$ cat config.mk
export PLATFORM = sky130hd
export DESIGN_NAME = delimiter_split_stream
export DESIGN_NICKNAME = d
export VERILOG_FILES = /design/src/rtl/dss_pkg.sv /design/src/rtl/dss_front.sv /design/src/rtl/dss_queue.sv /design/src/rtl/dss_back.sv /design/src/rtl/delimiter_split_stream.sv
export SDC_FILE = /design/constraint.sdc
export NUM_CORES = 1
export LEC_CHECK = 0
export BUFFER_PORTS_ARGS = -buffer_cell sky130_fd_sc_hd__buf_2
export CAP_MARGIN = 15
export CELL_PAD_IN_SITES_DETAIL_PLACEMENT = 0
export CELL_PAD_IN_SITES_GLOBAL_PLACEMENT = 1
export CORE_MARGIN = 2
export CORE_UTILIZATION = 50
export CTS_CLUSTER_SIZE = 10
export DETAILED_ROUTE_END_ITERATION = 8
export PLACE_DENSITY_LB_ADDON = 0.1
export REMOVE_ABC_BUFFERS = 1
export SETUP_SLACK_MARGIN = 0.2
export SYNTH_ARGS = -nofsm -noshare
export SYNTH_HDL_FRONTEND = slang
export SYNTH_SLANG_ARGS = --single-unit
$ cat constraint.sdc
create_clock -name clk -period 7.1 [get_ports clk]
set_input_delay 0.355 -clock clk [delete_from_list [all_inputs] [get_ports clk]]
set_output_delay 0.355 -clock clk [all_outputs]
set_load 0.05 [all_outputs]
$ cat src/rtl/dss_pkg.sv
package dss_pkg;

	// Default build constants.
	localparam int MAX_DELIM_BYTES_DEF = 8;
	localparam int POS_WIDTH_DEF       = 16;

	// Fixed widths of the port fields.
	localparam int SEG_W        = 16;
	localparam int DELIM_REG_W  = 64;
	localparam int DLEN_REG_W   = 4;
	localparam int CFG_ADDR_W   = 1;
	localparam int CFG_DATA_W   = 64;

	// Entries in the event queue between front and back; a power of two.
	localparam int QUEUE_DEPTH  = 4;

	// Configuration register indexes.
	localparam logic [CFG_ADDR_W-1:0] REG_DELIM_BYTES  = 1'b0;
	localparam logic [CFG_ADDR_W-1:0] REG_DELIM_LENGTH = 1'b1;

	// Result status codes.
	localparam logic [1:0] STATUS_OK       = 2'd0;
	localparam logic [1:0] STATUS_SHORT    = 2'd1;
	localparam logic [1:0] STATUS_OVERFLOW = 2'd2;

	// One result word as it leaves the block.
	typedef struct packed {
		logic [SEG_W-1:0] start;
		logic [SEG_W-1:0] length;
		logic             last;
		logic [1:0]       status;
	} result_t;

	// Everything one byte produces: one result, optionally followed by an
	// empty final segment (delimiter completed on the final byte).
	typedef struct packed {
		logic             two;
		result_t          first;
		logic [SEG_W-1:0] second_start;
	} event_t;

endpackage

$ cat src/rtl/dss_front.sv
module dss_front #(
	parameter int MAX_DELIM_BYTES = dss_pkg::MAX_DELIM_BYTES_DEF,
	parameter int POS_WIDTH       = dss_pkg::POS_WIDTH_DEF
) (
	input  logic                              clk,
	input  logic                              arst_n,
	input  logic                              cfg_wr_en,
	input  logic [dss_pkg::CFG_ADDR_W-1:0]    cfg_addr,
	input  logic [dss_pkg::CFG_DATA_W-1:0]    cfg_wdata,
	input  logic                              in_valid,
	output logic                              in_ready,
	input  logic [7:0]                        in_byte,
	input  logic                              in_last,
	input  logic                              queue_full,
	output logic                              ev_push,
	output dss_pkg::event_t                   ev
);

	localparam int WIN_W = 8 * MAX_DELIM_BYTES;
	localparam int DLW   = $clog2(MAX_DELIM_BYTES + 1);
	localparam int PW    = POS_WIDTH;

	logic [WIN_W-1:0] delim_q;
	logic [DLW-1:0]   dlen_q;
	logic [WIN_W-1:0] win_q;
	logic [PW-1:0]    pos_q;
	logic             ovf_q;
	logic [PW-1:0]    seg_q;

	logic               accept;
	logic               full_str;
	logic [PW:0]        pos1;
	logic [PW:0]        dl_ext;
	logic [PW:0]        mstart;
	logic [WIN_W-1:0]   win_n;
	logic [MAX_DELIM_BYTES:0] match_len;
	logic               hit;
	logic [3:0]         dlen_wr;

	// Zero-extend or truncate a position to the port field width.
	function automatic logic [dss_pkg::SEG_W-1:0] fit(input logic [PW-1:0] v);
		logic [31:0] w;
		w = 32'(v);
		return w[dss_pkg::SEG_W-1:0];
	endfunction

	assign in_ready = !queue_full;
	assign accept   = in_valid && in_ready;
	assign full_str = ovf_q || (&pos_q);
	assign pos1     = {1'b0, pos_q} + {{PW{1'b0}}, 1'b1};
	assign dl_ext   = (PW + 1)'(dlen_q);
	assign mstart   = pos1 - dl_ext;
	assign dlen_wr  = cfg_wdata[3:0];

	// Window after the new byte shifts in, newest byte in the low bits.
	always_comb begin
		win_n[7:0] = in_byte;
		for (int i = 1; i < MAX_DELIM_BYTES; i++) begin
			win_n[8*i +: 8] = win_q[8*(i-1) +: 8];
		end
	end

	// Parallel compare of the delimiter against the window for every length.
	always_comb begin
		match_len[0] = 1'b0;
		for (int l = 1; l <= MAX_DELIM_BYTES; l++) begin
			match_len[l] = 1'b1;
			for (int k = 0; k < l; k++) begin
				if (delim_q[8*k +: 8] != win_n[8*(l-1-k) +: 8]) begin
					match_len[l] = 1'b0;
				end
			end
		end
	end

	// A match counts only inside the string and at or after the segment start.
	assign hit = (dlen_q != '0) && (pos1 >= dl_ext) && (mstart >= {1'b0, seg_q})
		&& match_len[dlen_q];

	// Classify the byte into the results it causes.
	always_comb begin
		ev_push               = 1'b0;
		ev.two                = 1'b0;
		ev.first.start        = '0;
		ev.first.length       = '0;
		ev.first.last         = 1'b0;
		ev.first.status       = dss_pkg::STATUS_OK;
		ev.second_start       = fit(pos1[PW-1:0]);
		if (accept) begin
			if (full_str) begin
				if (in_last) begin
					ev_push         = 1'b1;
					ev.first.last   = 1'b1;
					ev.first.status = dss_pkg::STATUS_OVERFLOW;
				end
			end else if (dlen_q == '0) begin
				ev_push         = 1'b1;
				ev.first.start  = fit(pos_q);
				ev.first.length = dss_pkg::SEG_W'(1);
				ev.first.last   = in_last;
			end else if (in_last && (dl_ext > pos1)) begin
				ev_push         = 1'b1;
				ev.first.last   = 1'b1;
				ev.first.status = dss_pkg::STATUS_SHORT;
			end else if (hit) begin
				ev_push         = 1'b1;
				ev.two          = in_last;
				ev.first.start  = fit(seg_q);
				ev.first.length = fit(mstart[PW-1:0] - seg_q);
			end else if (in_last) begin
				ev_push         = 1'b1;
				ev.first.start  = fit(seg_q);
				ev.first.length = fit(pos1[PW-1:0] - seg_q);
				ev.first.last   = 1'b1;
			end
		end
	end

	// Configuration registers; the length saturates at the window size.
	always_ff @(posedge clk or negedge arst_n) begin
		if (!arst_n) begin
			delim_q <= '0;
			dlen_q  <= DLW'(1);
		end else if (cfg_wr_en) begin
			case (cfg_addr)
				dss_pkg::REG_DELIM_BYTES: begin
					delim_q <= cfg_wdata[WIN_W-1:0];
				end
				dss_pkg::REG_DELIM_LENGTH: begin
					if (dlen_wr > 4'(MAX_DELIM_BYTES)) begin
						dlen_q <= DLW'(MAX_DELIM_BYTES);
					end else begin
						dlen_q <= dlen_wr[DLW-1:0];
					end
				end
				default: begin
				end
			endcase
		end
	end

	// String state: window, position, overflow mark and segment start.
	always_ff @(posedge clk or negedge arst_n) begin
		if (!arst_n) begin
			win_q <= '0;
			pos_q <= '0;
			ovf_q <= 1'b0;
			seg_q <= '0;
		end else if (accept) begin
			if (in_last) begin
				win_q <= '0;
				pos_q <= '0;
				ovf_q <= 1'b0;
				seg_q <= '0;
			end else if (full_str) begin
				ovf_q <= 1'b1;
			end else begin
				win_q <= win_n;
				pos_q <= pos1[PW-1:0];
				if (hit) begin
					seg_q <= pos1[PW-1:0];
				end
			end
		end
	end

endmodule

$ cat src/rtl/dss_queue.sv
module dss_queue (
	input  logic            clk,
	input  logic            arst_n,
	input  logic            push,
	input  dss_pkg::event_t push_data,
	input  logic            pop,
	output logic            full,
	output logic            not_empty,
	output dss_pkg::event_t head
);

	localparam int AW = $clog2(dss_pkg::QUEUE_DEPTH);
	localparam int CW = $clog2(dss_pkg::QUEUE_DEPTH + 1);

	dss_pkg::event_t entry_q [dss_pkg::QUEUE_DEPTH];
	logic [AW-1:0]   wr_ptr_q;
	logic [AW-1:0]   rd_ptr_q;
	logic [CW-1:0]   count_q;
	logic            do_push;
	logic            do_pop;

	assign full      = (count_q == CW'(dss_pkg::QUEUE_DEPTH));
	assign not_empty = (count_q != '0);
	assign head      = entry_q[rd_ptr_q];
	assign do_push   = push && !full;
	assign do_pop    = pop && not_empty;

	// Storage for queued events.
	always_ff @(posedge clk) begin
		if (do_push) begin
			entry_q[wr_ptr_q] <= push_data;
		end
	end

	// Pointers and fill count.
	always_ff @(posedge clk or negedge arst_n) begin
		if (!arst_n) begin
			wr_ptr_q <= '0;
			rd_ptr_q <= '0;
			count_q  <= '0;
		end else begin
			if (do_push) begin
				wr_ptr_q <= wr_ptr_q + AW'(1);
			end
			if (do_pop) begin
				rd_ptr_q <= rd_ptr_q + AW'(1);
			end
			if (do_push && !do_pop) begin
				count_q <= count_q + CW'(1);
			end else if (do_pop && !do_push) begin
				count_q <= count_q - CW'(1);
			end
		end
	end

endmodule

$ cat src/rtl/dss_back.sv
module dss_back (
	input  logic                       clk,
	input  logic                       arst_n,
	input  logic                       ev_valid,
	input  dss_pkg::event_t            ev,
	output logic                       ev_pop,
	output logic                       out_valid,
	input  logic                       out_ready,
	output dss_pkg::result_t           out_word
);

	logic             valid_q;
	dss_pkg::result_t word_q;
	logic             second_q;
	logic             load;
	dss_pkg::result_t next_word;

	assign load      = ev_valid && (!valid_q || out_ready);
	assign ev_pop    = load && (!ev.two || second_q);
	assign out_valid = valid_q;
	assign out_word  = word_q;

	// Pick the first result or the trailing empty final segment.
	always_comb begin
		if (second_q) begin
			next_word.start  = ev.second_start;
			next_word.length = '0;
			next_word.last   = 1'b1;
			next_word.status = dss_pkg::STATUS_OK;
		end else begin
			next_word = ev.first;
		end
	end

	// Output register and position within a two-word event.
	always_ff @(posedge clk or negedge arst_n) begin
		if (!arst_n) begin
			valid_q  <= 1'b0;
			second_q <= 1'b0;
		end else begin
			if (load) begin
				valid_q  <= 1'b1;
				second_q <= ev.two && !second_q;
			end else if (out_ready) begin
				valid_q <= 1'b0;
			end
		end
	end

	always_ff @(posedge clk) begin
		if (load) begin
			word_q <= next_word;
		end
	end

endmodule

$ cat src/rtl/delimiter_split_stream.sv
// Splits a byte stream on a configured delimiter of up to MAX_DELIM_BYTES bytes
// and reports each segment as a start position and length. The block accepts
// one byte per clock; the delimiter is compared against a window of the most
// recent bytes in parallel, so acceptance is limited only by the event queue
// between the classifier and the output stage. A byte produces at most one
// queued event, and an event yields one output word per cycle while m_tready
// is high, two words when a delimiter completes on the final byte (the segment
// before it, then an empty final segment). Results are queued, then registered.
// Positions are counted in POS_WIDTH bits and reported in 16-bit fields; a
// string longer than 2^POS_WIDTH - 1 bytes gives a single overflow result on
// its final byte. Configuration must be written only while the block is idle;
// it is not enforced. A delimiter length above MAX_DELIM_BYTES saturates, and
// length zero splits on every byte. No clearing pass is needed after reset.
module delimiter_split_stream #(
	parameter int MAX_DELIM_BYTES = dss_pkg::MAX_DELIM_BYTES_DEF,
	parameter int POS_WIDTH       = dss_pkg::POS_WIDTH_DEF
) (
	input  logic                           clk,
	input  logic                           arst_n,
	input  logic                           cfg_wr_en,
	input  logic [dss_pkg::CFG_ADDR_W-1:0] cfg_addr,
	input  logic [dss_pkg::CFG_DATA_W-1:0] cfg_wdata,
	input  logic                           s_tvalid,
	output logic                           s_tready,
	input  logic [7:0]                     s_tdata,   // [7:0] data_byte
	input  logic                           s_tlast,   // last_byte
	output logic                           m_tvalid,
	input  logic                           m_tready,
	output logic [31:0]                    m_tdata,   // [15:0] seg_start, [31:16] seg_length
	output logic                           m_tlast,   // last_segment
	output logic [1:0]                     m_tuser    // [1:0] status
);

	logic             ev_push;
	dss_pkg::event_t  ev_in;
	logic             q_full;
	logic             q_not_empty;
	dss_pkg::event_t  q_head;
	logic             q_pop;
	dss_pkg::result_t out_word;

	// Classifier: window compare, position tracking and event building.
	dss_front #(
		.MAX_DELIM_BYTES(MAX_DELIM_BYTES),
		.POS_WIDTH      (POS_WIDTH)
	) u_front (
		.clk       (clk),
		.arst_n    (arst_n),
		.cfg_wr_en (cfg_wr_en),
		.cfg_addr  (cfg_addr),
		.cfg_wdata (cfg_wdata),
		.in_valid  (s_tvalid),
		.in_ready  (s_tready),
		.in_byte   (s_tdata),
		.in_last   (s_tlast),
		.queue_full(q_full),
		.ev_push   (ev_push),
		.ev        (ev_in)
	);

	// Event queue decoupling the classifier from the output stage.
	dss_queue u_queue (
		.clk      (clk),
		.arst_n   (arst_n),
		.push     (ev_push),
		.push_data(ev_in),
		.pop      (q_pop),
		.full     (q_full),
		.not_empty(q_not_empty),
		.head     (q_head)
	);

	// Output stage: expands events into result words.
	dss_back u_back (
		.clk      (clk),
		.arst_n   (arst_n),
		.ev_valid (q_not_empty),
		.ev       (q_head),
		.ev_pop   (q_pop),
		.out_valid(m_tvalid),
		.out_ready(m_tready),
		.out_word (out_word)
	);

	assign m_tdata = {out_word.length, out_word.start};
	assign m_tlast = out_word.last;
	assign m_tuser = out_word.status;

endmodule
Word level (Yosys, flattened, before mapping) --
Memory sizes are Yosys's and may differ from the RTL's. Index checks and enable logic that the tools add are counted.
Operators by class: bitwise operators 1, eq/ne operators 38, muxes and demuxes 75, order comparisons 5, reduce and logical (&&, ||, !) cells 34, add/subtract/negate cells 8
Operator list (count):
- $ne 8x8->1 | 36
- $mux 33 | 4
- $mux 56 | 2
- $mux 16 | 5
- $mux 1 | 55
- $mux 36 | 1
- $mux 35 | 1
- $mux 32 | 1
- $sub 16x16->16 | 2
- $add 16x1->17 const B | 1
- $ge 17x16->1 | 1
- $ge 17x4->1 | 1
- $gt 4x17->1 | 1
- $sub 17x4->17 | 1
- $reduce_and 16->1 | 1
- $logic_and 1x1->1 | 12
- $mux 3 | 4
- $reduce_and 2->1 | 4
- $reduce_bool 2->1 | 4
- $logic_not 1->1 | 6
- $lt 4x5->1 const B | 1
- $add 2x1->2 const B | 2
- $bmux 1 s4 | 1
- $gt 4x4->1 const B | 1
- other kinds (11) | 13
Word-level totals: flip-flop bits (word level) 201, output and inout port bits 37, word-level logic and storage cells 177, input port bits 79, memories kept 1, RAM bits 208
Memories:
- u_queue.entry_q | depth 4, width 52, rd ports 1, clocked after Yosys merged registers in 0, write ports 1, line dss_queue.sv:15 | dss_pkg::event_t entry_q [dss_pkg::QUEUE_DEPTH];

Longest topological paths before layout --
Gate-level depths: netlist (run 1).
depth in word-level cells 22, depth in mapped cells 26, gate-level depth less buffers 24

Modules after synthesis --
From an unflattened synthesis (run 1), not the netlist that was laid out.
Unflattened totals: cells, all modules 1713, area, all modules 21733.3 µm²
By module, submodules not included:
- dss_front | instances 1, cells each 1323, sequential area each 3930.0 µm², area an instance 12224.2 µm²
- dss_queue | instances 1, cells each 307, sequential area each 6421.2 µm², area an instance 7988.9 µm²
- dss_back | instances 1, cells each 83, sequential area each 1101.1 µm², area an instance 1520.2 µm²

Worst setup path after synthesis (run 1) --
Ideal clock, no wire load.
kind reg2reg, start point register u_front.pos_q[0], end point memory u_queue.entry_q[0][0] in the netlist's numbering (enable), setup slack 1.213 ns, required time 6.685 ns, period minus slack after synthesis 5.887 ns, cell stages (with the launch flop) 21, setup time 0.415 ns, data arrival time 5.472 ns, cell sequence dfrtp_1 ha_1 buf_2 xor2_1 ha_1 o21a_1 o31a_1 nor3_1 a21bo_2 nor2_1 xor2_1 ha_1 nand2_1 nor2_1 a211oi_1 nor4b_1 o31ai_1 a221o_1 o211ai_2 a31oi_2 and2_1
RTL lines:
- start, declared | line dss_front.sv:26 | logic [PW-1:0] pos_q;
- start signal, assigned | line dss_front.sv:159 | pos_q <= pos1[PW-1:0];
- end, declared | line dss_queue.sv:15

==> results of run 1 <==
-- worst paths after layout --
path / startpoint / end / slack, ns / cells after the start
max: u_front.pos_q[0]$_DFFE_PN0P_ / u_queue.entry_q[0][25]$_DFFE_PP_ / 0.79 / 21
min: cfg_wdata[2] / u_front.delim_q[2]$_DFFE_PN0P_ / 0.03 / 2
max reg2reg: u_front.pos_q[0]$_DFFE_PN0P_ / u_queue.entry_q[0][25]$_DFFE_PP_ / 0.79 / 21
min reg2reg: u_queue.count_q[2]$_DFFE_PN0P_ / u_queue.count_q[2]$_DFFE_PN0P_ / 0.50 / 1
max in group asynchronous: arst_n / u_front.win_q[6]$_DFFE_PN0P_ / 5.14 / 3
min in group asynchronous: arst_n / u_front.delim_q[28]$_DFFE_PN0P_ / 0.46 / 2
-- sequential cells by signal, summed over array words and instances (netlist names) --
name and flops:
u_queue.entry_q 208, u_front.delim_q 64, u_front.win_q 56, u_back.out_word 35, u_front.pos_q 16, u_front.seg_q 16
u_front.dlen_q 4, u_queue.count_q 3, u_queue.rd_ptr_q 2, u_queue.wr_ptr_q 2, u_back.out_valid 1, u_back.second_q 1
u_front.ovf_q 1
-- stage by stage --
| step | util | TNS (ns) | hold slack [ns] | cell area, um2 |
|---|---|---|---|---|
| floorplan | - | -81.21 | 0.0594 | 20900 |
| global placement | 0.533 | 0 | 0.485 | 22500 |
| detailed placement | 0.533 | 0 | 0.490 | 22500 |
| CTS | 0.583 | 0 | 0.00262 | 24500 |
| global route | 0.583 | 0 | 0.0336 | 24500 |
| finish | 0.583 | 0 | 0.0311 | 24500 |
-- power by group through the flow --
stage                     clock network [mW]  logic [mW]  registers, mW
after detailed placement                   0        3.48           3.51
after global placement                     0        3.48           3.50
after CTS                               2.33        3.52           3.46
final                                   2.27        3.49           3.46
after global routing                    2.41        3.79           3.50
after floorplan                            0        2.04           3.81
-- kinds of logic (layout without fill, tap and decap cells) --
group,Yosys count,after routing,share of synthesized area
XOR/XNOR,322,322,0.132
adder cells (fa/ha/maj),45,45,0.0276
buffers and inverters,209,352,0.0380
flip-flops,409,409,0.533
AO/OA/AOI/OAI,244,244,0.0845
multiplexers,118,118,0.0890
AND/OR/NAND/NOR,398,398,0.0956
-- routing by layer --
metal,up-vias,global-route usage,part of all wire
met2,450,0.507,0.51
met1,7227,0.350,0.39
met3,162,0.0354,0.042
met4,2,0.161,0.057
li1,6530,-,-
met5,-,0,0.00021
-- critical path, stage by stage, from the launching register on --
cell      delay, ns
dfrtp_1        0.52
ha_1           0.42
xor2_1         0.19
buf_4          0.18
ha_1           0.29
a21o_1         0.19
a21oi_1        0.27
nand2_1        0.11
a21oi_2        0.32
o21ai_0        0.19
xnor2_1        0.16
ha_1           0.35
a21oi_1        0.20
nor2_1         0.07
a211oi_1       0.31
nor4b_1        0.38
o31ai_1        0.18
a221o_1        0.42
o211ai_4       0.21
a31oi_2        0.20
and2_2         0.53
buf_12         0.31
-- repair_timing --
action,CTS,global route
endpoints found under the setup margin,0,0
hold buffers,62,0
hold endpoints to repair,157,0
-- layout by cell type (no fill, tap or decap), types with 4 or more instances in the layout --
cell,n
nor3_1,22
xnor2_1,212
clkbuf_1,25
buf_4,26
a211o_1,4
inv_1,58
clkbuf_8,4
buf_12,4
nor2b_1,11
buf_2,114
o21a_1,9
edfxtp_1,243
o311ai_0,6
xor2_1,109
nand2b_1,22
o211ai_1,9
dlygate4sd3_1,62
ha_1,41
o2bb2ai_1,10
and2_2,4
nor2_1,36
mux2_2,62
nand4_1,51
nor4_1,34
fa_1,4
a21o_1,13
o21ai_0,42
a22o_1,69
and2_1,21
or3_1,4
nand3_1,50
a31oi_1,4
nand2_1,121
dfrtp_1,163
mux4_2,52
clkbuf_16,49
a21oi_1,30
-- layout make-up --
cell class | count | area (um2)
well taps | 539 | 674
flip-flops and latches | 409 | 11500
clock inverters | 7 | 70.1
inverters | 60 | 225
repair buffers | 207 | 1480
fillers | 3478 | 17600
multi-input cells | 1127 | 9260
clock buffers | 78 | 1380
==> impl_metrics.py, run 1 <==
metrics = {
    "power_and_ir_drop": {
        "internal_power_mw": 5.74,
        "netSwitchingPower_mw": 3.48,
        "leakage_nw": 9.36,
        "clkPwrFrac": 0.246,
        "ir_drop_mv": 0.231,
        "totalPowerFinal_mw": 9.22,
        "p_per_area_nw_per_um2": 376,
        "pwr-share-comb": 0.379,
        "swShare": 0.377,
        "seq_power_share": 0.375,
    },
    "place": {
        "pre_cts_ws_ns": 0.889,
        "port-buffer-count": 115,
        "post-dp-hpwl_um": 43700,
        "gp_congestion": 1.01,
        "place_inst": 2280,
    },
    "clock_tree": {
        "cts_tree": "built",
        "cts_buffers": 49,
        "clockBufferDepth": 3,
        "path_clk_slew_ns": 0.06,
        "htreeDepth": 2,
        "cts-root-buf": "clkbuf_16",
        "clock-sinks": 409,
        "post_cts_resized": 0,
        "cts_setup_buffers": 0,
        "clkLatencyLatePin_ns": 0.61,
    },
    "critical_path": {
        "cp.required_ns": 7.44,
        "crit_path_max_fanout": 29,
        "worst_setup_path_end_kind": "flop",
        "crit_type": "flop to flop",
        "startpoint_type": "flop",
        "cp.arrival_ns": 6.65,
    },
    "sta": {
        "setup_viol": 0,
        "slew_headroom": 0.258,
        "fmaxAchievable_mhz": 158,
        "worst-slew-pin-transition_ns": 1.11,
        "min_period_ns": 6.31,
        "rsz0062_at_grt": "false",
        "final-hold-violation-count": 0,
        "final_critical_path_setup_slack_ns": 0.786,
        "fin_crit_sh": 0.889,
        "drv_slew": 0,
        "finClkSkew_ns": 0.0293,
    },
    "route": {
        "wire_per_inst_um": 25.8,
        "drc": 0,
        "drt_iter0_markers": 951,
        "viasPerCell": 5.92,
        "drt-total-wl_um": 62600,
        "num_vias": 14371,
        "drtAntennaViolNets": 0,
        "dr.pass1.iters": 5,
    },
    "synthesis": {
        "synth_warnings": 0,
        "syn_avg_cell_area_um2": 12.3,
        "ys_types": 82,
        "synth_top_area_cell": "edfxtp_1",
        "synth_area_um2": 21500,
        "synth_common_cells": "243 x edfxtp_1, 212 x xnor2_1, 165 x dfrtp_1",
        "synth_area_leaders": "edfxtp_1 34%, dfrtp_1 19%, xnor2_1 8.6%, mux4_2 5.5%, xor2_1 4.4%",
        "ys_seq_area_frac": 0.533,
        "yosysTopAreaCellShare": 0.340,
        "ys_ff_latch": 409,
        "yosysMostFrequentCell": "edfxtp_1",
        "synth_edf_count": 243,
        "ys.flop_type": "edfxtp_1",
        "netlist_instances": 1745,
        "synthArstFlopShare": 0.406,
    },
    "flow_run": {
        "drv_cap": 0,
    },
    "global_routing": {
        "track_usage": 0.290,
        "grt_pass1_wl_um": 94400,
        "antenna_found_initial": 1,
        "grt_max_degree": 99,
        "grt_overflow": 0,
        "grt_pass1_vias": 14730,
    },
    "finish": {
        "drive_gt1_frac": 0.186,
        "fin_nets": 1978,
        "fin_cells": 2427,
        "area_growth_syn_to_layout_pct": 14.3,
        "diodes": 0,
    },
    "floorplan": {
        "std_cell_rows": 75,
        "core_area_um2": 42100,
        "io_pins": 116,
        "die_w_um": 211,
        "start_util": 0.510,
        "die_area_um2": 44600,
        "fp.dieH_um": 211,
    },
    "run_status": {
        "outcome": "finished clean",
    },
    "min_path": {
        "hold_class": "primary input to flop",
    },
}
(Power assumes the default switching activity.)
==> run 2: changes to the inputs <==
--- a/config.mk
+++ b/config.mk
@@ -5,15 +5,12 @@
 export SDC_FILE = /design/constraint.sdc
 export NUM_CORES = 1
 export LEC_CHECK = 0
-export BUFFER_PORTS_ARGS = -buffer_cell sky130_fd_sc_hd__buf_2
 export CAP_MARGIN = 15
-export CELL_PAD_IN_SITES_DETAIL_PLACEMENT = 0
-export CELL_PAD_IN_SITES_GLOBAL_PLACEMENT = 1
 export CORE_MARGIN = 2
 export CORE_UTILIZATION = 50
 export CTS_CLUSTER_SIZE = 10
 export DETAILED_ROUTE_END_ITERATION = 8
-export PLACE_DENSITY_LB_ADDON = 0.1
+export DONT_BUFFER_PORTS = 1
 export REMOVE_ABC_BUFFERS = 1
 export SETUP_SLACK_MARGIN = 0.2
 export SYNTH_ARGS = -nofsm -noshare
==> run 2 against run 1 <==
Effect of this change: fmax shrank 2.4%; critical endpoint is now u_queue.entry_q[1][23]$_DFFE_PP_; clock skew grew 0.0014 ns; worst setup slack lost 0.15 ns; clock power is essentially flat; critical path type unchanged; critical path depth is the same; design area shrank 2.0%; final cell count shrank 4.3%; combinational power shrank 17%.
==> impl_metrics.py, run 2 (synthesis results as in run 1) <==
metrics = {
    "finish": {
        "regMostFlops": "u_queue.entry_q",
        "drive_gt1_frac": 0.129,
        "fin_nets": 1873,
        "layout_commonest_cell": "edfxtp_1",
        "area_growth_syn_to_layout_pct": 12.0,
        "fin_cells": 2323,
        "final_cell_area_um2": 24100,
        "largest_reg_flops": 208,
        "diodes": 0,
        "fillers": 3479,
        "largestRegisters": "u_queue.entry_q x208, u_front.delim_q x64, u_front.win_q x56",
        "fin_util": 0.571,
        "most-common-layout-cells": "243 x edfxtp_1, 212 x xnor2_1, 163 x dfrtp_1, 121 x nand2_1, 108 x xor2_1",
    },
    "global_routing": {
        "track_usage": 0.293,
        "grt_overflow": 0,
        "grt_pass1_wl_um": 95200,
        "grt_pass1_vias": 14432,
        "antenna_found_initial": 2,
        "grt_max_degree": 167,
    },
    "power_and_ir_drop": {
        "leakage_nw": 8.93,
        "ir_drop_mv": 0.216,
        "p_per_area_nw_per_um2": 378,
        "totalPowerFinal_mw": 9.09,
    },
    "sta": {
        "drv_slew": 0,
        "finClkSkew_ns": 0.0308,
        "setup_tns_ns": 0,
        "fmaxAchievable_mhz": 155,
        "setup_viol": 0,
        "final-hold-violation-count": 0,
        "rsz0062_at_grt": "false",
        "slew_headroom": 0.262,
        "fin_crit_sh": 0.911,
        "worst-slew-pin-transition_ns": 1.11,
        "min_period_ns": 6.47,
    },
    "clock_tree": {
        "htreeDepth": 2,
        "cts_setup_buffers": 0,
        "clkLatencyLatePin_ns": 0.60,
        "clockBufferDepth": 3,
        "clock-sinks": 409,
        "cts-root-buf": "clkbuf_16",
        "cts_buffers": 48,
        "cts_tree": "built",
        "path_clk_slew_ns": 0.06,
    },
    "route": {
        "wire_per_inst_um": 27.3,
        "drt_iter0_markers": 955,
        "dr.pass1.iters": 5,
        "num_vias": 13876,
        "drtAntennaViolNets": 0,
        "drc": 0,
        "drt-total-wl_um": 63400,
        "viasPerCell": 5.97,
    },
    "critical_path": {
        "crit-reg2reg-capture": "u_queue.entry_q[1][23]$_DFFE_PP_",
        "worst-r2r-setup-slack_ns": 0.63,
        "crit_path_max_fanout": 31,
        "startpoint_type": "flop",
        "timing.rr.start": "u_front.pos_q[0]$_DFFE_PN0P_",
        "cp.arrival_ns": 6.84,
        "reg2reg_depth": 21,
        "crit_type": "flop to flop",
        "cp.required_ns": 7.47,
        "worst_setup_path_end_kind": "flop",
    },
    "flow_run": {
        "drv_cap": 0,
    },
    "floorplan": {
        "start_util": 0.510,
        "core_area_um2": 42100,
        "fp.dieH_um": 211,
        "std_cell_rows": 75,
        "io_pins": 116,
        "die_area_um2": 44600,
        "die_w_um": 211,
    },
    "min_path": {
        "hold_path_end": "u_queue.entry_q[1][22]$_DFFE_PP_",
        "holdPathStages": 2,
        "hp-start": "s_tlast",
        "hold_class": "primary input to flop",
    },
    "place": {
        "dpl-instance-area_um2": 21800,
        "gp_congestion": 0.972,
        "place_inst": 2161,
        "port-buffer-count": 0,
        "post-dp-hpwl_um": 42700,
    },
    "run_status": {
        "outcome": "finished clean",
    },
}
[run 2: cell count changes in the layout (fill, tap and decap cells not counted), moves of 2 or more]
cell / before / now
dlygate4sd3_1: 62 / 76
buf_2: 114 / 0
buf_12: 4 / 0
clkbuf_1: 25 / 29
clkbuf_8: 4 / 2
clkinv_2: 3 / 0
[run 2: per-stage QoR]
stage	setup slack (ns)	hold slack [ns]
after floorplan	-0.389	0.0594
after global placement	0.811	0.0638
after detailed placement	0.580	0.0641
after CTS	0.531	0.0844
after global routing	0.226	0.104
final	0.631	0.112
[run 2: power by group]
group	internal [mW]	total [mW]	switching (mW)
Sequential	3.02	3.90	0.880
Combinational	1.31	2.90	1.59
Clock	1.34	2.30	0.954
[run 2: critical path: stages, from the launching register on]
cell,delay (ns)
dfrtp_1,0.50
ha_1,0.48
xor2_2,0.33
ha_1,0.35
a21o_1,0.18
a21oi_1,0.27
nand2_1,0.11
a21oi_2,0.30
o21ai_0,0.19
xnor2_1,0.16
ha_1,0.35
a21oi_1,0.21
nor2_1,0.07
a211oi_1,0.29
nor4b_1,0.38
o31ai_1,0.18
a221o_1,0.42
o211ai_4,0.22
buf_4,0.27
buf_4,0.38
mux2_2,0.38
nor2_1,0.22
[run 2: routing by layer]
metal,global-route usage,vias up,share of wire
met2,0.523,353,0.52
li1,-,6330,-
met4,0.128,4,0.044
met1,0.350,7066,0.40
met5,0,-,0.00046
met3,0.0482,123,0.038
[run 2: layout make-up]
type | instances | area (um2) | area share
timing repair buffer | 103 | 983 | 0.0409
clock buffer | 80 | 1360 | 0.0566
tap | 539 | 674 | 0.0280
sequential | 409 | 11500 | 0.476
multi-input combinational | 1127 | 9270 | 0.385
inverter | 60 | 225 | 0.00936
clock inverter | 5 | 85.1 | 0.00354
[run 2: timing repair]
action,CTS,global route
hold endpoints to repair,247,0
resized for setup,0,1
endpoints found under the setup margin,0,13
hold buffers,77,0
[run 2: how the worst max path moves through the flow]
stage | cells after the start | start | slack, ns | to
4_1_cts | 21 | u_front.pos_q[0]$_DFFE_PN0P_ | 0.53 | u_queue.entry_q[0][23]$_DFFE_PP_
3_5_place_dp | 21 | u_front.pos_q[0]$_DFFE_PN0P_ | 0.58 | u_queue.entry_q[1][23]$_DFFE_PP_
3_3_place_gp | 22 | u_front.pos_q[0]$_DFFE_PN0P_ | 0.81 | u_queue.count_q[1]$_DFFE_PN0P_
6_report | 21 | u_front.pos_q[0]$_DFFE_PN0P_ | 0.63 | u_queue.entry_q[1][23]$_DFFE_PP_
2_1_floorplan | 7 | u_front.pos_q[0]$_DFFE_PN0P_ | -0.39 | u_queue.entry_q[0][0]$_DFFE_PP_
5_1_grt | 21 | u_front.pos_q[0]$_DFFE_PN0P_ | 0.23 | u_queue.entry_q[2][29]$_DFFE_PP_
